### src/design/psp_pkg.sv
// ----------------------------------------------------------------------------
// psp_pkg
// shared types and constants of the planar sprite palette decoder
// ----------------------------------------------------------------------------
`default_nettype none

package psp_pkg;

	localparam int XY_W      = 12;
	localparam int CNT_W     = 24;
	localparam int NEED_W    = 20;
	localparam int START_W   = 9;
	localparam int RGB_W     = 18;
	localparam int FQ_DEPTH  = 4;
	localparam int FQ_AW     = 2;
	localparam int PADDR_W   = 4;

	localparam logic [CNT_W-1:0]   CNT_MAX     = {CNT_W{1'b1}};
	localparam logic [CNT_W-1:0]   HDR_BYTES   = CNT_W'(2);
	localparam logic [START_W-1:0] START_RESET = START_W'(4);

	localparam logic [1:0] FUNC_BYTE  = 2'd0;
	localparam logic [1:0] FUNC_PAL   = 2'd1;
	localparam logic [1:0] FUNC_REMAP = 2'd2;

	localparam logic KIND_PIX  = 1'b0;
	localparam logic KIND_STAT = 1'b1;

	localparam logic [1:0] ST_OK    = 2'd0;
	localparam logic [1:0] ST_SHORT = 2'd1;
	localparam logic [1:0] ST_ZERO  = 2'd2;
	localparam logic [1:0] ST_TRUNC = 2'd3;

	localparam logic [1:0] REG_REMAP_EN = 2'd0;
	localparam logic [1:0] REG_CHUNKY   = 2'd1;
	localparam logic [1:0] REG_WIDTH    = 2'd2;
	localparam logic [1:0] REG_HEIGHT   = 2'd3;

	typedef struct packed {
		logic [1:0] func;
		logic [7:0] byte_value;
		logic       last_byte;
		logic [7:0] table_index;
		logic [5:0] red_six;
		logic [5:0] green_six;
		logic [5:0] blue_six;
		logic [7:0] remap_target;
	} item_t;

	typedef struct packed {
		logic            kind;
		logic [XY_W-1:0] pixel_x;
		logic [XY_W-1:0] pixel_y;
		logic [7:0]      red;
		logic [7:0]      green;
		logic [7:0]      blue;
		logic [7:0]      alpha;
		logic [1:0]      status;
		logic            last;
	} result_t;

	typedef struct packed {
		logic             remap_enable;
		logic             chunky_mode;
		logic [11:0]      chunky_width;
		logic [11:0]      chunky_height;
		logic [CNT_W-1:0] chunky_need;
	} cfg_t;

	typedef struct packed {
		logic            has_pix;
		logic            has_stat;
		logic [1:0]      status;
		logic [XY_W-1:0] x;
		logic [XY_W-1:0] y;
		logic [7:0]      idx;
	} stage_t;

	typedef struct packed {
		logic            has_pix;
		logic            has_stat;
		logic [1:0]      status;
		logic [XY_W-1:0] x;
		logic [XY_W-1:0] y;
		logic [RGB_W-1:0] rgb;
		logic            opaque;
	} entry_t;

endpackage

`default_nettype wire

### src/design/psp_regs.sv
// ----------------------------------------------------------------------------
// psp_regs
// configuration registers behind the apb-style port, with the chunky pixel count
// ----------------------------------------------------------------------------
`default_nettype none

module psp_regs
	import psp_pkg::*;
(
	input  wire logic               clk,
	input  wire logic               arst_n,
	input  wire logic               psel,
	input  wire logic               penable,
	input  wire logic               pwrite,
	input  wire logic [PADDR_W-1:0] paddr,
	input  wire logic [31:0]        pwdata,
	output logic      [31:0]        prdata,
	output cfg_t                    cfg
);

	logic        remap_enable_q;
	logic        chunky_mode_q;
	logic [11:0] chunky_width_q;
	logic [11:0] chunky_height_q;
	logic        wr;
	logic [1:0]  sel;

	assign wr  = psel && penable && pwrite;
	assign sel = paddr[3:2];

	always_ff @(posedge clk or negedge arst_n) begin
		if (!arst_n) begin
			remap_enable_q  <= 1'b0;
			chunky_mode_q   <= 1'b0;
			chunky_width_q  <= '0;
			chunky_height_q <= '0;
		end else begin
			if (wr) begin
				unique case (sel)
					REG_REMAP_EN: remap_enable_q  <= pwdata[0];
					REG_CHUNKY:   chunky_mode_q   <= pwdata[0];
					REG_WIDTH:    chunky_width_q  <= pwdata[11:0];
					REG_HEIGHT:   chunky_height_q <= pwdata[11:0];
					default:      remap_enable_q  <= remap_enable_q;
				endcase
			end
		end
	end

	always_comb begin
		unique case (sel)
			REG_REMAP_EN: prdata = {31'd0, remap_enable_q};
			REG_CHUNKY:   prdata = {31'd0, chunky_mode_q};
			REG_WIDTH:    prdata = {20'd0, chunky_width_q};
			REG_HEIGHT:   prdata = {20'd0, chunky_height_q};
			default:      prdata = '0;
		endcase
	end

	assign cfg.remap_enable  = remap_enable_q;
	assign cfg.chunky_mode   = chunky_mode_q;
	assign cfg.chunky_width  = chunky_width_q;
	assign cfg.chunky_height = chunky_height_q;
	assign cfg.chunky_need   = CNT_W'(chunky_width_q) * CNT_W'(chunky_height_q);

endmodule

`default_nettype wire

### config.mk
export PLATFORM = sky130hd
export DESIGN_NAME = psp_regs
export DESIGN_NICKNAME = d
export VERILOG_FILES = /design/src/design/psp_pkg.sv /design/src/design/psp_regs.sv
export SDC_FILE = /design/constraint.sdc
export NUM_CORES = 1
export LEC_CHECK = 0
export BUFFER_PORTS_ARGS = -buffer_cell sky130_fd_sc_hd__buf_4
export CAP_MARGIN = 0
export CORE_MARGIN = 3
export CORE_UTILIZATION = 62
export DETAILED_ROUTE_END_ITERATION = 7
export GPL_TIMING_DRIVEN = 0
export PLACE_DENSITY = 0.88
export SYNTH_ARGS = -nofsm -noshare
export SYNTH_HDL_FRONTEND = slang
export SYNTH_SLANG_ARGS = --single-unit
### constraint.sdc
create_clock -name clk -period 10.68 [get_ports clk]
set_input_delay 1.602 -clock clk [delete_from_list [all_inputs] [get_ports clk]]
set_output_delay 1.602 -clock clk [all_outputs]
set_load 0.02 [all_outputs]
==> run summary <==
status: finished clean
fin crit period: 7.55 ns
Post-CTS Setup Bufs: 0
post-synthesis mux area share: 6.93%
Fmax: 132 MHz
hold-fix buffers at CTS: 0
# setup viols final: 0
Routed WL per cell: 15.9 um
Residual DRC: 0
final wirelength: 14600 um
clk_skew: 0 ns
vias in the first global route: 5405
RSZ-0062 raised after global routing: no
crit path DAT: 5.95 ns
crit path launch type: flop
Net count, final: 994
filler cell count: 666
Die Y: 106 um
Slew @ Worst Pin: 0.639 ns
Simple-Gate Fraction of Synth Area: 15.0%
max_cap viols: 0
crit-path leading delay family: adder cells
clock latency on the worst-skew pair: 0.27 ns
root buffer cell: clkbuf_8
slowest stage delay, CP: 0.53 ns
Slew headroom: 57.4%
synthesized cell area: 0.00614 mm^2
num ports: 123
DIE AREA: 0.0111 mm^2
Adder-Cell Fraction of Synth Area: 45.2%
EDFF count, synth: 0
cts bufs inserted: 3
1st-iter DRT viols: 338
FP Rows: 35
required time of the critical path: 9.08 ns
Compound-Gate Fraction of Synth Area: 6.13%
initial antenna violation count: 0
post-route ant nets: 0
Core Box Area: 0.00942 mm^2
grt total ovfl: 0
largest net degree at the start of global routing: 27
share of layout cells above drive strength 1: 17.1%
antenna cells: 0
WS Path Type: flop to output pin
slowest cell on the critical path: fa_1
global-route wire length before repair: 24900 um
hpwl dp: 12200 um
gr usage total: 27.0%
Tcrit/Tclk final: 70.7%
sequential area share after synthesis: 10.6%
DR vias: 5012
gpl congestion: 0.918
Initial Utilization: 65.2%
I/O Buffers: 79
worst-path fanout max: 10
CTS clock-pin slew for the worst setup and hold paths: 0.09 ns
Area Overhead vs Synth: 14.1%
XOR/XNOR Fraction of Synth Area: 2.57%
Min-Delay Path Class: flop to flop
CTS Sinks: 26
post-cts resize count: 0
YS warnings: 0
CTS H-tree depth: 1
max-slew violation count: 0
syn_area_per_cell: 8.93 um^2
Vias per Instance: 5.46
drt pass-1 iters: 6
clock tree buffer depth: 2
CP bufs+invs: 7
CTS tree: built
Netlist cell types: 46
Async SR Flop Fraction: 100%
Yosys reg bits: 26
cells along the critical path: clkbuf_1 > nand2_1 > fa_1 > inv_1 > fa_1 > inv_1 > fa_1 > inv_1 > fa_1 > inv_1 > fa_1 > inv_1 > ha_1 > a21o_2 > a211oi_2 > nor2_1 > o21a_1 > a21oi_1 > xnor2_1 > buf_4
Die X: 106 um
largest family of logic cells by synthesized area: adder cells
CP endpoint kind: output pin
Main synth FF type: dfrtp_1
Hold Violations, Final: 0
Syn Inst Count: 688
setup tns final: 0 ns
==> logic make-up (layout without fill, tap and decap cells) <==
kind of cell,Yosys count,after routing
compound gates,52,52
xor+xnor,18,18
fa+ha+maj,162,162
buf+inv,197,279
flops,26,26
mux,38,38
other cells,1,20
simple gates,194,194
==> final timing paths <==
| check | start | endpoint | slack, ns | cells after the start |
|---|---|---|---|---|
| setup reg to reg | chunky_height_q[5] | chunky_height_q[5] | 9.79 | 1 |
| min in group asynchronous | arst_n | chunky_width_q[6] | 1.23 | 1 |
| setup / recovery | chunky_height_q[4] | cfg[21] | 3.13 | 20 |
| max in group asynchronous | arst_n | chunky_height_q[6] | 9.20 | 1 |
| hold / removal | chunky_mode_q | chunky_mode_q | 0.55 | 1 |
| hold reg to reg | chunky_mode_q | chunky_mode_q | 0.55 | 1 |
==> cells in the final DEF (no fill, tap or decap), drive strengths merged, types with 7 or more instances in the layout <==
cell    count
mux2       26
clkbuf     30
ha         62
buf       105
fa        100
mux2i      11
conb       20
and2       54
nor2       10
xnor2      12
dfrtp      26
inv       144
a21oi      18
o21ai       7
nor2b      12
nand2     103
==> per-layer routing <==
| layer | share of wire, % | global-route usage (%) | wire length (um) |
|---|---|---|---|
| met5 | 0 | 0 | 0 |
| met4 | 2.4 | 7.12 | 355 |
| met3 | 5.8 | 3.00 | 844 |
| met2 | 54 | 48.9 | 7850 |
| met1 | 38 | 34.6 | 5550 |
==> synthesized netlist by cell type, drive strengths merged, types with 4 or more instances <==
cell,number,area (um^2)
inv,144,541
xnor2,12,105
ha,62,776
nand2,103,387
a21oi,18,93.8
dfrtp,26,651
fa,100,2000
clkbuf,27,101
nor2,10,37.5
and2,54,338
mux2i,11,110
nand3,6,30.0
nor2b,12,75.1
a31oi,4,25.0
a21o,5,38.8
o21ai,7,35.0
xor2,6,52.6
o211ai,4,35.0
buf,26,186
mux2,26,293
==> through the flow <==
stage	setup WS [ns]	instance area [um^2]	std cells	hold slack (ns)	utilization, %
after floorplan	3.83	6210	707	0.498	-
after global placement	3.59	6970	915	0.511	74.0
after detailed placement	3.47	6970	915	0.539	74.0
after CTS	3.16	7010	918	0.559	74.4
after global routing	2.81	7010	918	0.582	74.4
final	3.13	7010	918	0.555	74.4
==> cell type report <==
class,count,area [um^2],area share (%)
well taps,129,161,2.30
clock buffers,3,41.3,0.589
multi-input cells,484,4730,67.5
repair buffers,79,593,8.46
plain buffers,53,288,4.11
flip-flops and latches,26,651,9.28
inverters,144,541,7.71
==> sequential cells by signal, summed over array words and instances (netlist names) <==
name,count
chunky_mode_q,1
chunky_width_q,12
chunky_height_q,12
remap_enable_q,1
Power is left out: the tool's default activity adds up to more than one toggle a clock period on the data nets, which glitch-free logic cannot reach.
