File: config.mk
export PLATFORM = sky130hd
export DESIGN_NAME = psp_outq
export DESIGN_NICKNAME = d
export VERILOG_FILES = /design/src/design/psp_pkg.sv /design/src/design/psp_outq.sv
export SDC_FILE = /design/constraint.sdc
export NUM_CORES = 1
export LEC_CHECK = 0
export ABC_AREA = 1
export BUFFER_PORTS_ARGS = -buffer_cell sky130_fd_sc_hd__buf_4
export CAP_MARGIN = 40
export CORE_UTILIZATION = 39
export CTS_BUF_LIST = sky130_fd_sc_hd__clkbuf_4 sky130_fd_sc_hd__clkbuf_8
export DETAILED_ROUTE_END_ITERATION = 6
export HOLD_SLACK_MARGIN = 0.15
export PLACE_DENSITY_LB_ADDON = 0.05
export SLEW_MARGIN = 20
export SYNTH_ARGS = -nofsm -noshare
export SYNTH_HDL_FRONTEND = slang
export SYNTH_SLANG_ARGS = --single-unit
File: constraint.sdc
create_clock -name clk -period 2.8 [get_ports clk]
set_clock_uncertainty 0.15 [all_clocks]
set_input_delay 0.56 -clock clk [delete_from_list [all_inputs] [get_ports clk]]
set_output_delay 0.56 -clock clk [all_outputs]
set_load 0.01 [all_outputs]
File: src/design/psp_pkg.sv
// ----------------------------------------------------------------------------
// psp_pkg
// shared types and constants of the planar sprite palette decoder
// ----------------------------------------------------------------------------
`default_nettype none

package psp_pkg;

	localparam int XY_W      = 12;
	localparam int CNT_W     = 24;
	localparam int NEED_W    = 20;
	localparam int START_W   = 9;
	localparam int RGB_W     = 18;
	localparam int FQ_DEPTH  = 4;
	localparam int FQ_AW     = 2;
	localparam int PADDR_W   = 4;

	localparam logic [CNT_W-1:0]   CNT_MAX     = {CNT_W{1'b1}};
	localparam logic [CNT_W-1:0]   HDR_BYTES   = CNT_W'(2);
	localparam logic [START_W-1:0] START_RESET = START_W'(4);

	localparam logic [1:0] FUNC_BYTE  = 2'd0;
	localparam logic [1:0] FUNC_PAL   = 2'd1;
	localparam logic [1:0] FUNC_REMAP = 2'd2;

	localparam logic KIND_PIX  = 1'b0;
	localparam logic KIND_STAT = 1'b1;

	localparam logic [1:0] ST_OK    = 2'd0;
	localparam logic [1:0] ST_SHORT = 2'd1;
	localparam logic [1:0] ST_ZERO  = 2'd2;
	localparam logic [1:0] ST_TRUNC = 2'd3;

	localparam logic [1:0] REG_REMAP_EN = 2'd0;
	localparam logic [1:0] REG_CHUNKY   = 2'd1;
	localparam logic [1:0] REG_WIDTH    = 2'd2;
	localparam logic [1:0] REG_HEIGHT   = 2'd3;

	typedef struct packed {
		logic [1:0] func;
		logic [7:0] byte_value;
		logic       last_byte;
		logic [7:0] table_index;
		logic [5:0] red_six;
		logic [5:0] green_six;
		logic [5:0] blue_six;
		logic [7:0] remap_target;
	} item_t;

	typedef struct packed {
		logic            kind;
		logic [XY_W-1:0] pixel_x;
		logic [XY_W-1:0] pixel_y;
		logic [7:0]      red;
		logic [7:0]      green;
		logic [7:0]      blue;
		logic [7:0]      alpha;
		logic [1:0]      status;
		logic            last;
	} result_t;

	typedef struct packed {
		logic             remap_enable;
		logic             chunky_mode;
		logic [11:0]      chunky_width;
		logic [11:0]      chunky_height;
		logic [CNT_W-1:0] chunky_need;
	} cfg_t;

	typedef struct packed {
		logic            has_pix;
		logic            has_stat;
		logic [1:0]      status;
		logic [XY_W-1:0] x;
		logic [XY_W-1:0] y;
		logic [7:0]      idx;
	} stage_t;

	typedef struct packed {
		logic            has_pix;
		logic            has_stat;
		logic [1:0]      status;
		logic [XY_W-1:0] x;
		logic [XY_W-1:0] y;
		logic [RGB_W-1:0] rgb;
		logic            opaque;
	} entry_t;

endpackage

`default_nettype wire

File: src/design/psp_outq.sv
// ----------------------------------------------------------------------------
// psp_outq
// result queue; splits an entry into its pixel and status results
// ----------------------------------------------------------------------------
`default_nettype none

module psp_outq
	import psp_pkg::*;
(
	input  wire logic         clk,
	input  wire logic         arst_n,
	input  wire logic         push,
	input  wire entry_t       entry,
	output logic [FQ_AW:0]    count,
	output logic              result_valid,
	input  wire logic         result_stall,
	output result_t           result
);

	entry_t           fifo_q [FQ_DEPTH];
	logic [FQ_AW-1:0] wr_ptr_q;
	logic [FQ_AW-1:0] rd_ptr_q;
	logic [FQ_AW:0]   count_q;
	logic             phase_q;
	entry_t           head;
	logic             show_pix;
	logic             taken;
	logic             pop;

	assign head         = fifo_q[rd_ptr_q];
	assign result_valid = count_q != '0;
	assign show_pix     = head.has_pix && !phase_q;
	assign taken        = result_valid && !result_stall;
	assign pop          = taken && !(show_pix && head.has_stat);
	assign count        = count_q;

	always_ff @(posedge clk) begin
		if (push) begin
			fifo_q[wr_ptr_q] <= entry;
		end
	end

	always_ff @(posedge clk or negedge arst_n) begin
		if (!arst_n) begin
			wr_ptr_q <= '0;
			rd_ptr_q <= '0;
			count_q  <= '0;
			phase_q  <= 1'b0;
		end else begin
			if (push) begin
				wr_ptr_q <= wr_ptr_q + FQ_AW'(1);
			end
			if (pop) begin
				rd_ptr_q <= rd_ptr_q + FQ_AW'(1);
				phase_q  <= 1'b0;
			end else if (taken) begin
				phase_q <= 1'b1;
			end
			count_q <= count_q + (FQ_AW+1)'(push) - (FQ_AW+1)'(pop);
		end
	end

	always_comb begin
		result = '0;
		if (show_pix) begin
			result.kind    = KIND_PIX;
			result.pixel_x = head.x;
			result.pixel_y = head.y;
			result.red     = {head.rgb[17:12], 2'b00};
			result.green   = {head.rgb[11:6], 2'b00};
			result.blue    = {head.rgb[5:0], 2'b00};
			result.alpha   = head.opaque ? 8'hFF : 8'h00;
		end else begin
			result.kind    = KIND_STAT;
			result.status  = head.status;
			result.last    = 1'b1;
		end
	end

endmodule

`default_nettype wire

==> results of run 1 <==
## state kept, by name, summed over array words and instances, names as in the netlist
name,cells
count,3
wr_ptr_q,2
phase_q,1
fifo_q,188
rd_ptr_q,2
## stage by stage
stage               std cells  worst slack (ns)  hold WS [ns]  TNS (ns)   util
floorplan                 638             0.406         0.114         0      -
global placement          981             0.344         0.235         0  0.461
detailed placement        981             0.340         0.235         0  0.461
CTS                      1066            0.0336         0.153         0  0.509
global route             1074          -0.00576         0.170  -0.00734  0.514
finish                   1074             0.102         0.193         0  0.514
## logic make-up after synthesis
logic type / Yosys count / share of synthesized area
AND/OR/NAND/NOR: 215 / 0.104
flip-flops: 196 / 0.733
adder cells (fa/ha/maj): 6 / 0.0104
XOR/XNOR: 3 / 0.00329
buffers and inverters: 75 / 0.0485
other: 1 / 0.000470
AO/OA/AOI/OAI: 137 / 0.100
## synth_stat cells (all sizes together)
cell type  count
clkbuf        11
xnor2          2
xor2           1
edfxtp       188
nand2         29
conb           1
fa             1
dfrtp          8
o21ai         92
o22ai          2
nand3          8
a21oi         43
buf           38
inv           26
ha             5
nor2         178
## layer usage
layer | global-route usage | routed length (microns) | vias to the layer above | share of wire
met1 | 0.223 | 8000 | 2468 | 0.44
met3 | 0.0393 | 799 | 10 | 0.044
met4 | 0.0553 | 140 | 0 | 0.0077
met5 | 0 | 0 | - | 0
li1 | - | - | 2508 | -
met2 | 0.310 | 9270 | 118 | 0.51
## worst max-delay path, cell delays in order, from the launching register on
cell	delay, ns
dfrtp_4	0.51
inv_4	0.08
nand2_1	0.09
nand3_1	0.13
nand2_4	0.14
nand2_8	0.11
buf_12	0.20
a21oi_2	0.13
buf_4	0.14
## layout by cell type, fill, tap and decap left out, types with 2 or more instances in the layout
cell type	instances
a21oi_2	31
clkinv_4	5
ha_1	5
edfxtp_1	188
nor2_1	178
nand2_4	2
inv_8	4
o22ai_1	2
a21oi_1	12
buf_6	2
dlygate4sd3_1	48
inv_1	20
nand3_1	7
nand2_1	27
clkbuf_8	17
inv_2	4
buf_12	11
conb_1	6
xnor2_1	2
o21ai_0	92
dfrtp_1	6
inv_6	6
buf_4	123
## layout make-up
| class | count | area (sq um) | share of cell area |
|---|---|---|---|
| multi-input cells | 368 | 1790 | 0.176 |
| inverters | 26 | 105 | 0.0103 |
| clock inverters | 15 | 138 | 0.0135 |
| clock buffers | 17 | 234 | 0.0230 |
| well taps | 265 | 332 | 0.0326 |
| repair buffers | 187 | 1720 | 0.169 |
| flip-flops and latches | 196 | 5850 | 0.575 |
## timing repair
action,4_1_cts,5_1_grt
setup endpoints to repair,52,42
pin swaps,0,3
hold endpoints to repair,196,0
cloned,1,2
hold buffers,48,0
buffers inserted,4,6
resized for setup,5,8
## path summary, 6_finish.rpt
check	from	endpoint	slack (ns)	cells after the start
min in group asynchronous	arst_n	rd_ptr_q[0]$_DFFE_PN0P_	0.29	2
max in group asynchronous	arst_n	rd_ptr_q[0]$_DFFE_PN0P_	2.07	2
max	rd_ptr_q[0]$_DFFE_PN0P_	result[48]	0.10	8
min reg2reg	phase_q$_DFFE_PN0P_	phase_q$_DFFE_PN0P_	0.37	2
max reg2reg	rd_ptr_q[1]$_DFFE_PN0P_	count[2]$_DFF_PN0_	0.35	12
min	push	wr_ptr_q[0]$_DFFE_PN0P_	0.19	2
## power breakdown
| part | switching [mW] | internal, mW |
|---|---|---|
| Sequential | 0.175 | 3.84 |
| Clock | 1.06 | 0.658 |
| Combinational | 2.96 | 2.14 |
==> results summary, run 1 <==
The detailed placement HPWL came out at 9980 microns. The sequential fraction of the synthesis area came out at 0.733. The floorplan has 51 rows.

The warning count from the yosys run is 0. The area after detailed placement is 0.00911 sq mm. The first-iteration detailed-routing DRC count is 218.

The root buffer cell chosen for the clock tree is clkbuf_8. The number of global-route vias before repair was 5237. The congestion estimate from routability-driven global placement came to 0.723. Before antenna repair, the detailed router went through 4 iterations. The clock latency on the worst-skew pair came out at 0.46 ns. The number of setup violations in the final report came out at 0. The finished cells cover 0.0102 sq mm.

The worst setup path is of the flop to output pin kind. The power per unit of standard cell area is 1060 mW/mm^2. After synthesis, the cell types taking the most area are edfxtp_1 71%, nor2_1 8.4%, o21ai_0 5.8%. The synthesized area divided by synthesized cell count came out at 12.6 sq um. The count of filler cells inserted in the layout is 1720. 115 I/O pins were placed.

After clock tree synthesis, the clock-pin slew on the worst setup and hold paths is 0.10 ns. The wire length of the first global-routing pass is 28500 microns. Entering global routing, the biggest net connects 61 pins.

The share of cells above drive strength 1 is 0.265. The clock buffer count from CTS came out at 17. The die footprint is 0.0210 sq mm. The vias per cell came out at 4.75. The type of element launching the critical path is a flop. Counting flops and latches in the post-synthesis netlist gives 196.

The number of distinct library cell variants in the gate-level netlist after synthesis is 24. After detailed routing, the average wire length per cell comes to 17.0 microns. The layout overhead on the synthesized area came out at 27.5%. The final number of hold-violating endpoints is 0. The fraction of post-synthesis cell area in the top cell type by area came out at 0.708.

The level count of the clock H-tree is 4. Of all cell types, the one taking the most synthesized area is edfxtp_1. The final antenna-violating net count is 0. The TritonCTS clock tree is built.

The total core area is 0.0198 sq mm. The via count came out at 5104. Counting every instance in the synthesized netlist gives 633. The min-delay analysis places its worst path in the category input port to flop.

The final critical-path required period came out at 2.70 ns. The initial cell density of the core is 0.403. The clock passes through at most 2 buffers. The worst path required time is 2.09 ns. The chip height is 145 microns. The run finished with clean final reports. The post-route clock period utilization is 0.964. The number of clock sinks seen by CTS came out at 196. The reported max-cap violation count came out at 0.

The detailed-route wire length came out at 18200 microns. The critical path capture point type is an output pin. After detailed routing, the number of remaining DRC violations is 0.

The data arrival time of the critical path came out at 1.99 ns. The global-route usage over all layers came out at 0.179. The maximum clock frequency came out at 371 MHz. Summed over all layers, the global routing overflow is 0. The power consumption came out at 10.8 mW.

The net count reported at finish is 853. The number of diodes added for antenna fixing is 0. The initial antenna violation count came out at 0. The critical-path maximum fanout is 11.

The count of final max-slew check failures came to 0. The width of the chip is 145 microns. The maximum VDD drop came out at 0.514 mV. In this run the static leakage power is 3.79 nW. The number of buffers added on ports came out at 108. The post-synthesis cell area came out at 0.00798 sq mm.
Note: power is estimated with default switching activity, not from simulation.
==> run 2: changes to the inputs <==
Settings changed: PLACE_DENSITY from default to 0.54, PLACE_DENSITY_LB_ADDON 0.05 to default.
==> run 2 against run 1 <==
Final cell count hardly changed; sequential cell count stayed put; largest power group unchanged; power is 2.5% higher.
==> results summary, run 2 (synthesis gave the netlist of run 1 again) <==
The flip-flop count of the largest register after layout came out at 188. STA classifies the critical path startpoint as a flop. The total core area is 0.0198 sq mm. The detailed placement HPWL came out at 10200 microns.

The clock latency on the worst-skew pair came out at 0.45 ns. The power per unit of standard cell area came out at 1080 mW/mm^2. 115 I/O pins were placed.

The detailed-route wire length is 18000 microns. The data arrival time of the critical path came out at 2.00 ns. The final critical-path required period is 2.71 ns. After layout, the design draws a total of 11.1 mW.

The maximum VDD drop came out at 0.583 mV. The hold path depth is 2. The net count reported at finish is 853. Timing would allow up to 369 MHz. Final hold analysis gives a worst-case slack of 0.192 ns. The number of cell rows is 51. The initial cell density of the core came out at 0.403.

The level count of the clock H-tree came out at 4. The first-iteration detailed-routing DRC count is 303. The clock-pin slew of the registers on the worst-case setup and hold paths came out at 0.09 ns.

The detailed router placed 5152 vias in this run. The critical path capture point type is an output pin. The maximum buffer depth of the clock tree came out at 2. The routed wire length per instance is 16.8 microns. The leakage power total is 3.80 nW. For this run, design rule violations remaining after detail routing come to 0. The depth of the worst register-to-register path came out at 13.

Setup repair after global routing could not meet its margin everywhere. The first global-routing pass estimated 27400 microns of wire. The number of global-route vias before repair is 5158. The reported max-cap violation count is 0. The number of clock sinks seen by CTS came out at 196. The detailed-routing iteration count for the pre-antenna-repair pass came out at 4. The number of diodes added for antenna fixing came out at 0. The chip height came out at 145 microns.

The share of cells above drive strength 1 came out at 0.270. The initial antenna violation count is 0. The die is 145 microns wide. The commonest non-fill, non-tap cell in the layout is edfxtp_1. The global-route usage over all layers came out at 0.171. Counting flops per register, the top entry is fifo_q.

The count of final max-slew check failures is 0. Setup violations remaining at the end of the flow were counted as 0. The post-route clock period utilization is 0.969.

The run finished with clean final reports. The final number of hold-violating endpoints came out at 0. Global routing finished with a remaining overflow of 0. The number of buffers added on ports came out at 108. The die footprint came out at 0.0210 sq mm. The area after detailed placement is 0.00907 sq mm.

The top cell types in the final layout, fill and taps aside, are 188 x edfxtp_1, 178 x nor2_1, 119 x buf_4, 92 x o21ai_0, 48 x dlygate4sd3_1. The detail route stage leaves a number of antenna-violating nets equal to 0. The vias per cell came out at 4.80.

The worst setup path category is flop to output pin. Routability-driven placement finished with a final weighted congestion of 0.750. The area growth from synthesis to layout is 28.4%. Buffers inserted during clock tree synthesis total 17. Of all nets on the critical path, the largest fanout is 8. At the pin with the least slew margin, the transition time is 0.564 ns. The worst path required time came out at 2.09 ns. Entering global routing, the biggest net connects 50 pins. The post-route standard cell area excluding fillers came out at 0.0102 sq mm. TritonCTS built the clock tree.

The root buffer cell chosen for the clock tree is clkbuf_8. The type of the most critical hold path is input port to flop. The worst slew margin relative to its limit came out at 0.623.
-- run 2: cell count changes in the layout (fill, tap and decap cells not counted), sizes merged --
cell      previous run  this run
inv                 35        27
bufinv               0         3
clkbuf              18        21
clkinvlp             0         2
buf                137       136
bufbuf               1         0
clkinv               6         7
-- run 2: metal layers --
metal / up-vias / track usage / share of wire
li1: 2498 / - / -
met3: 15 / 0.0390 / 0.039
met5: - / 0 / 0
met1: 2519 / 0.220 / 0.46
met4: 0 / 0.0484 / 0.0088
met2: 120 / 0.288 / 0.49
-- run 2: final timing paths --
kind,start,endpoint,slack [ns]
worst max-delay path,rd_ptr_q[0]$_DFFE_PN0P_,result[29],0.09
worst min-delay path,push,wr_ptr_q[0]$_DFFE_PN0P_,0.19
worst max register to register,rd_ptr_q[0]$_DFFE_PN0P_,count[2]$_DFF_PN0_,0.46
worst min register to register,phase_q$_DFFE_PN0P_,phase_q$_DFFE_PN0P_,0.34
max in group asynchronous,arst_n,rd_ptr_q[0]$_DFFE_PN0P_,2.04
min in group asynchronous,arst_n,wr_ptr_q[1]$_DFFE_PN0P_,0.30
-- run 2: timing repair --
action | 4_1_cts | 5_1_grt
setup buffers | 0 | 6
pin swaps | 0 | 2
hold endpoints to repair | 192 | 1
hold buffers | 47 | 1
endpoints found under the setup margin | 49 | 52
gates resized for setup | 8 | 19
gates cloned | 0 | 5
-- run 2: metrics by stage --
step           cells   util  setup slack [ns]  TNS (ns)
2_1_floorplan    638      -             0.406         0
3_3_place_gp     983  0.459             0.318         0
3_5_place_dp     983  0.459             0.286         0
4_1_cts         1061  0.505           -0.0345    -0.209
5_1_grt         1073  0.518           -0.0126   -0.0766
6_report        1073  0.518            0.0876         0
-- run 2: layout make-up --
class                           count  area [sq um]
Fill cell                        1735          9540
Sequential cell                   196          5850
Multi-Input combinational cell    368          1830
Timing Repair Buffer              187          1730
Tap cell                          265           332
Clock buffer                       18           241
Clock inverter                     13           159
Inverter                           26          97.6
-- run 2: critical path: stages, from the launching register on --
cell and delay (ns):
dfrtp_4 0.52, buf_12 0.14, nand2_1 0.08, nand3_2 0.10, nand2_4 0.12, nand2_8 0.13
clkbuf_16 0.23, a21oi_2 0.12, buf_4 0.14
-- run 2: power by group --
group | internal, mW | switching, mW
Sequential | 3.84 | 0.165
Combinational | 2.21 | 3.05
Clock | 0.886 | 0.941
Total | 6.94 | 4.15
