## src/design/psp_pkg.sv

```systemverilog
// ----------------------------------------------------------------------------
// psp_pkg
// shared types and constants of the planar sprite palette decoder
// ----------------------------------------------------------------------------
`default_nettype none

package psp_pkg;

	localparam int XY_W      = 12;
	localparam int CNT_W     = 24;
	localparam int NEED_W    = 20;
	localparam int START_W   = 9;
	localparam int RGB_W     = 18;
	localparam int FQ_DEPTH  = 4;
	localparam int FQ_AW     = 2;
	localparam int PADDR_W   = 4;

	localparam logic [CNT_W-1:0]   CNT_MAX     = {CNT_W{1'b1}};
	localparam logic [CNT_W-1:0]   HDR_BYTES   = CNT_W'(2);
	localparam logic [START_W-1:0] START_RESET = START_W'(4);

	localparam logic [1:0] FUNC_BYTE  = 2'd0;
	localparam logic [1:0] FUNC_PAL   = 2'd1;
	localparam logic [1:0] FUNC_REMAP = 2'd2;

	localparam logic KIND_PIX  = 1'b0;
	localparam logic KIND_STAT = 1'b1;

	localparam logic [1:0] ST_OK    = 2'd0;
	localparam logic [1:0] ST_SHORT = 2'd1;
	localparam logic [1:0] ST_ZERO  = 2'd2;
	localparam logic [1:0] ST_TRUNC = 2'd3;

	localparam logic [1:0] REG_REMAP_EN = 2'd0;
	localparam logic [1:0] REG_CHUNKY   = 2'd1;
	localparam logic [1:0] REG_WIDTH    = 2'd2;
	localparam logic [1:0] REG_HEIGHT   = 2'd3;

	typedef struct packed {
		logic [1:0] func;
		logic [7:0] byte_value;
		logic       last_byte;
		logic [7:0] table_index;
		logic [5:0] red_six;
		logic [5:0] green_six;
		logic [5:0] blue_six;
		logic [7:0] remap_target;
	} item_t;

	typedef struct packed {
		logic            kind;
		logic [XY_W-1:0] pixel_x;
		logic [XY_W-1:0] pixel_y;
		logic [7:0]      red;
		logic [7:0]      green;
		logic [7:0]      blue;
		logic [7:0]      alpha;
		logic [1:0]      status;
		logic            last;
	} result_t;

	typedef struct packed {
		logic             remap_enable;
		logic             chunky_mode;
		logic [11:0]      chunky_width;
		logic [11:0]      chunky_height;
		logic [CNT_W-1:0] chunky_need;
	} cfg_t;

	typedef struct packed {
		logic            has_pix;
		logic            has_stat;
		logic [1:0]      status;
		logic [XY_W-1:0] x;
		logic [XY_W-1:0] y;
		logic [7:0]      idx;
	} stage_t;

	typedef struct packed {
		logic            has_pix;
		logic            has_stat;
		logic [1:0]      status;
		logic [XY_W-1:0] x;
		logic [XY_W-1:0] y;
		logic [RGB_W-1:0] rgb;
		logic            opaque;
	} entry_t;

endpackage

`default_nettype wire

```

## src/design/psp_ctrl.sv

```systemverilog
// ----------------------------------------------------------------------------
// psp_ctrl
// record parser: header, byte and pixel counters, pixel position and status
// ----------------------------------------------------------------------------
`default_nettype none

module psp_ctrl
	import psp_pkg::*;
#(
	parameter int DIM_BITS = 12
) (
	input  wire logic  clk,
	input  wire logic  arst_n,
	input  wire logic  take,
	input  wire item_t item,
	input  wire cfg_t  cfg,
	output stage_t     pix_s1
);

	localparam int CMP_W = DIM_BITS + 5;

	logic [7:0]          height_q;
	logic [7:0]          weighths_q;
	logic [CNT_W-1:0]    bytes_q;
	logic [1:0]          plane_q;
	logic [DIM_BITS-1:0] row_q;
	logic [DIM_BITS-1:0] col_q;
	logic [CNT_W-1:0]    done_q;
	logic [NEED_W-1:0]   need_q;
	logic [START_W-1:0]  start_q;

	logic                rec;
	logic [CNT_W-1:0]    cnt_n;
	logic [7:0]          h_n;
	logic [7:0]          w_n;
	logic                emit;
	logic [1:0]          status;
	logic [XY_W-1:0]     x;
	logic [1:0]          plane_n;
	logic [DIM_BITS-1:0] row_n;
	logic [DIM_BITS-1:0] col_n;
	logic [CMP_W-1:0]    col_inc;
	logic [CMP_W-1:0]    row_inc;
	logic [15:0]         area;
	logic [START_W-1:0]  start_n;

	assign rec     = take && (item.func == FUNC_BYTE);
	assign cnt_n   = (bytes_q == CNT_MAX) ? bytes_q : bytes_q + CNT_W'(1);
	assign col_inc = CMP_W'(col_q) + CMP_W'(1);
	assign row_inc = CMP_W'(row_q) + CMP_W'(1);
	assign h_n     = (!cfg.chunky_mode && bytes_q == '0) ? item.byte_value : height_q;
	assign w_n     = (!cfg.chunky_mode && bytes_q == CNT_W'(1)) ? item.byte_value : weighths_q;
	assign area    = w_n * h_n;
	assign start_n = (START_W'(h_n) + START_W'(5)) & ~START_W'(3);

	always_comb begin
		plane_n = plane_q;
		row_n   = row_q;
		col_n   = col_q;
		if (cfg.chunky_mode) begin
			emit = done_q < cfg.chunky_need;
			x    = XY_W'(col_q);
			if (cfg.chunky_width == '0 || cfg.chunky_height == '0) begin
				status = ST_ZERO;
			end else if (cnt_n < cfg.chunky_need) begin
				status = ST_TRUNC;
			end else begin
				status = ST_OK;
			end
			if (col_inc >= CMP_W'(cfg.chunky_width)) begin
				col_n = '0;
				row_n = row_q + DIM_BITS'(1);
			end else begin
				col_n = col_q + DIM_BITS'(1);
			end
		end else begin
			emit = (bytes_q >= HDR_BYTES) && (bytes_q >= CNT_W'(start_q))
				&& (done_q < CNT_W'(need_q));
			x    = XY_W'({col_q, plane_q});
			if (bytes_q < HDR_BYTES) begin
				status = ST_SHORT;
			end else if (h_n == '0 || w_n == '0) begin
				status = ST_ZERO;
			end else if (CNT_W'(start_q) + CNT_W'(need_q) > cnt_n) begin
				status = ST_TRUNC;
			end else begin
				status = ST_OK;
			end
			if (col_inc >= CMP_W'({weighths_q, 1'b0})) begin
				col_n = '0;
				if (row_inc >= CMP_W'(height_q)) begin
					row_n   = '0;
					plane_n = plane_q + 2'd1;
				end else begin
					row_n = row_q + DIM_BITS'(1);
				end
			end else begin
				col_n = col_q + DIM_BITS'(1);
			end
		end
	end

	always_ff @(posedge clk or negedge arst_n) begin
		if (!arst_n) begin
			height_q   <= '0;
			weighths_q <= '0;
			bytes_q    <= '0;
			plane_q    <= '0;
			row_q      <= '0;
			col_q      <= '0;
			done_q     <= '0;
			need_q     <= '0;
			start_q    <= START_RESET;
		end else if (rec) begin
			if (item.last_byte) begin
				height_q   <= '0;
				weighths_q <= '0;
				bytes_q    <= '0;
				plane_q    <= '0;
				row_q      <= '0;
				col_q      <= '0;
				done_q     <= '0;
				need_q     <= '0;
				start_q    <= START_RESET;
			end else begin
				height_q   <= h_n;
				weighths_q <= w_n;
				bytes_q    <= cnt_n;
				need_q     <= NEED_W'({area, 3'b000});
				start_q    <= start_n;
				if (emit) begin
					plane_q <= plane_n;
					row_q   <= row_n;
					col_q   <= col_n;
					done_q  <= done_q + CNT_W'(1);
				end
			end
		end
	end

	always_ff @(posedge clk or negedge arst_n) begin
		if (!arst_n) begin
			pix_s1 <= '0;
		end else begin
			pix_s1.has_pix  <= rec && emit;
			pix_s1.has_stat <= rec && item.last_byte;
			pix_s1.status   <= status;
			pix_s1.x        <= x;
			pix_s1.y        <= XY_W'(row_q);
			pix_s1.idx      <= item.byte_value;
		end
	end

endmodule

`default_nettype wire

```

## config.mk

```make
export PLATFORM = sky130hd
export DESIGN_NAME = psp_ctrl
export DESIGN_NICKNAME = d
export VERILOG_FILES = /design/src/design/psp_pkg.sv /design/src/design/psp_ctrl.sv
export SDC_FILE = /design/constraint.sdc
export NUM_CORES = 1
export LEC_CHECK = 0
export ABC_AREA = 1
export BUFFER_PORTS_ARGS = -buffer_cell sky130_fd_sc_hd__buf_2
export CAP_MARGIN = 10
export CELL_PAD_IN_SITES_DETAIL_PLACEMENT = 0
export CELL_PAD_IN_SITES_GLOBAL_PLACEMENT = 1
export CORE_ASPECT_RATIO = 0.8
export CORE_MARGIN = 5
export CORE_UTILIZATION = 48
export DETAILED_ROUTE_END_ITERATION = 6
export HOLD_SLACK_MARGIN = 0.1
export PLACE_DENSITY_LB_ADDON = 0.1
export SYNTH_ARGS = -nofsm -noshare
export SYNTH_HDL_FRONTEND = slang
export SYNTH_SLANG_ARGS = --single-unit
export TNS_END_PERCENT = 5
```

## constraint.sdc

```tcl
create_clock -name clk -period 12.9 [get_ports clk]
set_input_delay 0.645 -clock clk [delete_from_list [all_inputs] [get_ports clk]]
set_output_delay 0.645 -clock clk [all_outputs]
set_load 0.01 [all_outputs]
```

==> results of run 1 <==
[placed cells by master (no fill, tap or decap), types with 6 or more instances in the layout]
cell type	instances
nand2_1	391
inv_1	287
nor2_1	196
ha_1	162
dfrtp_1	148
buf_2	97
nand3_1	92
a21oi_1	80
o21ai_0	67
nand4_1	49
xor2_1	46
o22ai_1	39
fa_1	37
nor3_1	25
clkbuf_16	17
nor4_1	15
o21ai_1	11
nor2_2	9
inv_2	9
nand2_2	9
o211ai_1	8
nand3_2	6
inv_6	6
[cell type report]
class                      instances  area (µm²)
fill                            2716       12500
multi-input combinational       1301        8180
sequential                       149        3730
inverter                         299        1120
timing repair buffer             103         534
clock buffer                      20         457
tap                              364         455
clock inverter                    12         141
antenna                            1        2.50
[metrics by stage]
step / utilization, % / power [mW] / hold WS, ns / worst slack, ns / instances
after global routing: 53.8 / 2.08 / 0.306 / 6.40 / 2249
after floorplan: - / 1.16 / 0.349 / 7.68 / 1782
after global placement: 51.6 / 1.40 / 0.423 / 6.33 / 2216
after CTS: 53.8 / 1.94 / 0.275 / 6.79 / 2248
after detailed placement: 51.6 / 1.41 / 0.425 / 6.35 / 2216
final: 53.8 / 1.93 / 0.232 / 6.72 / 2249
[where the power goes]
part	switching (mW)	total, mW	internal, mW
Combinational	0.558	0.832	0.274
Clock	0.218	0.517	0.299
Sequential	0.0549	0.579	0.524
Total	0.831	1.93	1.10
[sequential cells by signal, summed over array words and instances (netlist names)]
register / flops
height_q: 8
weighths_q: 8
start_q: 7
bytes_q: 24
row_q: 12
done_q: 24
plane_q: 2
pix_s1: 36
col_q: 12
need_q: 16
[how the worst min path moves through the flow]
stage                   from  cells after the start          end  slack (ns)
finish                arst_n                      1  bytes_q[14]        0.23
global placement    row_q[6]                      0   pix_s1[14]        0.42
floorplan             arst_n                      0   bytes_q[0]        0.35
CTS                   arst_n                      1  bytes_q[14]        0.27
global route          arst_n                      1  bytes_q[14]        0.31
detailed placement  row_q[1]                      0    pix_s1[9]        0.42
[routing by layer]
metal,vias up,routed length (µm)
met2,310,16600
met4,0,497
met1,5655,18700
met3,36,2250
met5,-,0
li1,6006,-
[cell families (layout without fill, tap and decap cells)]
group                      count (synthesis)  in the layout
and+or+nand+nor                          820            820
AOI/OAI and AO/OA                        231            231
adders and majority gates                199            199
other                                      0              1
xor gates and xnor gates                  51             51
DFF                                      149            149
buffers and inverters                    332            434
==> results.cfg, run 1 <==
[status]
status = finished clean

[setup_path]
critPathKind = in -> reg
path_delay_family = adder cells
path_depth = 25
reg2reg_depth = 25
critPathRequiredTime_ns = 13.19
critPathBufInv = 7
r2r-start = bytes_q[1]
crit_path_max_incr_delay_ns = 0.56
reg2reg_setup_slack_ns = 6.85
critPathCaptureType = flop
cp-endpoint = need_q[15]
critPathMostFrequentCell = inv_1
cp.arrival_ns = 6.48
crit_fanout = 24
slowest_stage = fa_1
startpoint_type = input pin
startpoint = cfg[48]
r2r-end = need_q[15]

[synthesis]
synth_top_cell_area_share_pct = 28.1
synth_edf_count = 0
synth_simple_gate_area_share_pct = 27.8
synth_nets = 2079
synth-main-ff-cell = dfrtp_1
ys_top_cells_by_count = nand2_1, inv_1, nor2_1
synthCells = 1782
yosysTopAreaCell = dfrtp_1
synthMuxAreaShare_pct = 0
synth_xor_area_share_pct = 3.38
postSynth.asyncResetShare_pct = 100
synth_top_family_by_area = simple AND/OR/NAND/NOR gates
synth_area_leaders = dfrtp_1, ha_1, nand2_1, inv_1, fa_1
post_synth_num_cell_types = 55
ys_seq_area_share_pct = 28.3
yosysWarnings = 0
syn_area_um2 = 13200
ys_ff_latch = 149
synth_area_per_cell_um2 = 7.41
synth_compound_area_share_pct = 9.88
synth_fa_ha_area_share_pct = 21.0
yosysMostFrequentCell = nand2_1

[detailed_routing]
drc = 0
drtAntennaViolNets = 0
routedWlPerCell_um = 16.9
dr_total_vias = 12000
viasPerCell = 5.34
drt_iter0_drc = 707
dr.pass1.iters = 5
routed_wirelength_mm = 38.1

[floorplan]
chipWidth_um = 195
fp.coreArea_um2 = 27200
die_area_um2 = 30900
start_util_pct = 48.6
num_rows = 54
ios = 134
die-height_um = 158

[power]
leakage_nw = 7.84
cellPowerDensity_nw_per_um2 = 132
irDropWorstVdd_mv = 0.103

[clock_network]
clock_latency_ns = 0.44
cts_buffers = 17
cts_tree = done
cts_sinks = 149
cts-root-buf = clkbuf_16
ctsHoldBuffers = 0
cts_resized = 0
cts_setup_buffers = 0
clkTransAtPathRegs_ns = 0.07
cts_buffer_depth = 2
cts.htree.levels = 4

[timing]
fmax_mhz = 162
slew_headroom_pct = 34.0
min_period_over_period_pct = 47.9
hold_viol = 0
maxSlewViolCount = 0
finalCriticalPeriod_ns = 6.18
rsz0062_at_grt = no
skew_ns = 0.0106
setup_tns_ns = 0
setup_viol = 0
worst_slew_pin_slew_ns = 0.988

[grt]
met1_usage_pct = 37.3
antenna_found_initial = 1
grt_pass1_vias = 11300
grt-ovfl-total = 0
grt_first_pass_wirelength_mm = 60.6
grt_busiest_layer = met2
grt_start_max_net_pins = 79
met3_usage_pct = 3.64
grtUsageMet2_pct = 37.6
grtUsageTotal_pct = 24.6

[cells_and_area]
area_growth_pct = 10.8
nets = 2168
final_area_um2 = 14600
drive_gt1_share_pct = 10.2

[placement]
gp_congestion = 0.912
portBuffers = 98
hpwl_mm = 29.7
placed_cell_area_um2 = 14000

[worst_hold_path]
hold_path.class = in -> async

[run]
cap_viol_max_count = 0
Note: power is estimated with default switching activity, not from simulation.
==> run 2: changes to the inputs <==
Settings changed: ABC_AREA 1 to 0, CORE_UTILIZATION 48 to 46.
Clock period 12.9 ns to 6 ns, I/O delays scaled along.
==> run 2 against run 1 <==
- sequential share of layout area hardly changed
- clock skew is 0.0066 ns higher
- utilization is 0.24 points higher
- critical path depth is 4 lower
- combinational power is 27% higher
- register-to-register slack worse by 6.6 ns
- first-iteration DRC count is 2.3% higher
- worst hold slack better by 0.20 ns
- power is 74% higher
- count of clock-buffer cells in the layout is 2 higher
- sequential power is 110% higher
- critical endpoint is now need_q[17]
==> results.cfg, run 2 <==
[status]
status = finished clean

[clock_network]
cts.htree.levels = 4
cts_tree = done
cts_sinks = 149
cts-root-buf = clkbuf_16
cts_buffers = 17
clock_latency_ns = 0.44
clkTransAtPathRegs_ns = 0.07
cts_buffer_depth = 2

[synthesis]
synth_area_per_cell_um2 = 8.84
postSynth.asyncResetShare_pct = 100
synth_edf_count = 0
synth_nets = 1719
yosysTopAreaCell = dfrtp_1
synthCells = 1422
synth_area_leaders = dfrtp_1, ha_1, fa_1, inv_1, o21ai_0
synth-main-ff-cell = dfrtp_1
ys_seq_area_share_pct = 29.7
ys_ff_latch = 149
yosysWarnings = 0
synth_top_cell_area_share_pct = 29.5
post_synth_num_cell_types = 69
yosysMostFrequentCell = ha_1
ys_top_cells_by_count = ha_1, inv_1, dfrtp_1
syn_area_um2 = 12600

[cells_and_area]
nets = 1864
reg.largest.list = pix_s1 x36, bytes_q x24, done_q x24
final_common_cell = ha_1
largest-register = pix_s1
drive_gt1_share_pct = 16.5
layout_common_cells = ha_1, inv_1, dfrtp_1, nand2_1, buf_2
area_growth_pct = 16.6
fin_util_pct = 54.1
multi_input_area_um2 = 8130
diodes = 0
largest_register_ff_count = 36
seq_area_um2 = 3730
fill_cells = 2518

[setup_path]
cp.arrival_ns = 6.03
critPathMostFrequentCell = fa_1
path_delay_family = adder cells
slowest_stage = fa_1
critPathRequiredTime_ns = 6.28
crit_fanout = 6
startpoint_type = flop
critPathBufInv = 5
reg2reg_setup_slack_ns = 0.25
critPathKind = reg -> reg
crit_path_max_incr_delay_ns = 0.55
critPathCaptureType = flop
path_cells = nor4_2, nand4_1, buf_4, nor4_4, buf_6, mux2i_1, or2_2, fa_1, fa_1, inv_1, fa_1, inv_1, fa_1, inv_1, ha_1, or3_1, o21ai_1, o31ai_2, o41ai_2, xor2_1, o22ai_1

[timing]
setup_tns_ns = 0
maxSlewViolCount = 0
skew_ns = 0.0172
setup_viol = 0
rsz0062_at_grt = yes
worst_slew_pin_slew_ns = 0.983
min_period_over_period_pct = 95.8
fmax_mhz = 174
finalCriticalPeriod_ns = 5.75
holdWs_ns = 0.436
slew_headroom_pct = 34.2
hold_viol = 0

[worst_hold_path]
hold_path.class = in -> reg

[detailed_routing]
dr.pass1.iters = 5
wl_met3_mm = 1.95
top_layer = met4
wl_met2_mm = 15.5
drt_iter0_drc = 723
viasPerCell = 5.68
routedWlPerCell_um = 18.7
routed_wirelength_mm = 36.4
dr_total_vias = 11100
drc = 0
drtAntennaViolNets = 0
wl_met1_mm = 18.6

[run]
cap_viol_max_count = 0

[floorplan]
num_rows = 54
start_util_pct = 46.4
die_area_um2 = 30800
die-height_um = 158
fp.coreArea_um2 = 27100
ios = 134
chipWidth_um = 195

[grt]
antenna_found_initial = 0
grtUsageTotal_pct = 23.8
grt-ovfl-total = 0
grt_start_max_net_pins = 91
grt_first_pass_wirelength_mm = 58.2
grt_pass1_vias = 10400

[power]
irDropWorstVdd_mv = 0.184
cellPowerDensity_nw_per_um2 = 229
leakage_nw = 7.26

[placement]
gp_congestion = 0.874
portBuffers = 98
hpwl_mm = 28.7
-- run 2: cell types whose count changed in the layout (fill, tap and decap cells not counted), moves of 20 or more --
cell and change:
a21o_1 +34, a21oi_1 -22, buf_4 +64, inv_1 -126, nand2_1 -294, nand3_1 -45
nor2_1 -102, or3_1 +23, xnor2_1 +36, xor2_1 -20
-- run 2: logic make-up after synthesis --
logic type	after synthesis	share of synthesized area (%)
AOI/OAI and AO/OA	325	16.9
xor gates and xnor gates	68	4.74
adders and majority gates	199	22.0
buffers and inverters	214	6.48
DFF	149	29.7
muxes	29	2.45
and+or+nand+nor	438	17.7
-- run 2: stage by stage --
stage / instance area [µm²] / total power [mW] / setup slack [ns] / std cells
3_3_place_gp: 13800 / 2.22 / 0.120 / 1898
5_1_grt: 14700 / 3.56 / -0.0617 / 1944
2_1_floorplan: 12600 / 1.83 / 0.0790 / 1422
6_report: 14700 / 3.36 / 0.252 / 1944
3_5_place_dp: 13800 / 2.23 / 0.0598 / 1898
4_1_cts: 14500 / 3.35 / 0.00332 / 1939
-- run 2: final cells by class --
cell class | instances | area share, %
clock inverter | 10 | 0.828
clock buffer | 22 | 3.24
sequential | 149 | 25.5
tap | 364 | 3.11
inverter | 161 | 4.12
multi-input combinational | 1059 | 55.5
timing repair buffer | 179 | 7.77
-- run 2: what timing repair did --
item | in CTS | in global routing
endpoints found under the hold margin | 97 | 0
resized for setup | 0 | 22
setup buffers | 0 | 3
hold buffers | 9 | 0
endpoints found under the setup margin | 0 | 6
-- run 2: routing by layer --
| metal | track usage (%) | vias up |
|---|---|---|
| li1 | - | 5358 |
| met4 | 5.38 | 0 |
| met3 | 3.45 | 26 |
| met1 | 37.5 | 5405 |
| met2 | 34.5 | 261 |
| met5 | 0 | - |
-- run 2: worst register-to-register path, stage by stage, from the launching register on --
cell and delay (ns):
dfrtp_1 0.40, nor4_2 0.30, nand4_1 0.12, buf_4 0.18, nor4_4 0.29, buf_6 0.20, mux2i_1 0.13, or2_2 0.33
fa_1 0.51, fa_1 0.55, inv_1 0.06, fa_1 0.54, inv_1 0.06, fa_1 0.52, inv_1 0.04, ha_1 0.29
or3_1 0.31, o21ai_1 0.14, o31ai_2 0.12, o41ai_2 0.25, xor2_1 0.17, o22ai_1 0.08
-- run 2: where the power goes --
group / switching, mW / internal, mW
registers: 0.0910 / 1.10
logic: 0.626 / 0.439
clock network: 0.461 / 0.649
total: 1.18 / 2.18
-- run 2: worst paths after layout --
kind / startpoint / to / cells past startpoint
setup / recovery: bytes_q[16] / need_q[17] / 21
hold / removal: take / start_q[2] / 5
setup reg to reg: bytes_q[16] / need_q[17] / 21
hold reg to reg: row_q[1] / pix_s1[9] / 0
max in group asynchronous: arst_n / weighths_q[1] / 3
min in group asynchronous: arst_n / done_q[13] / 2
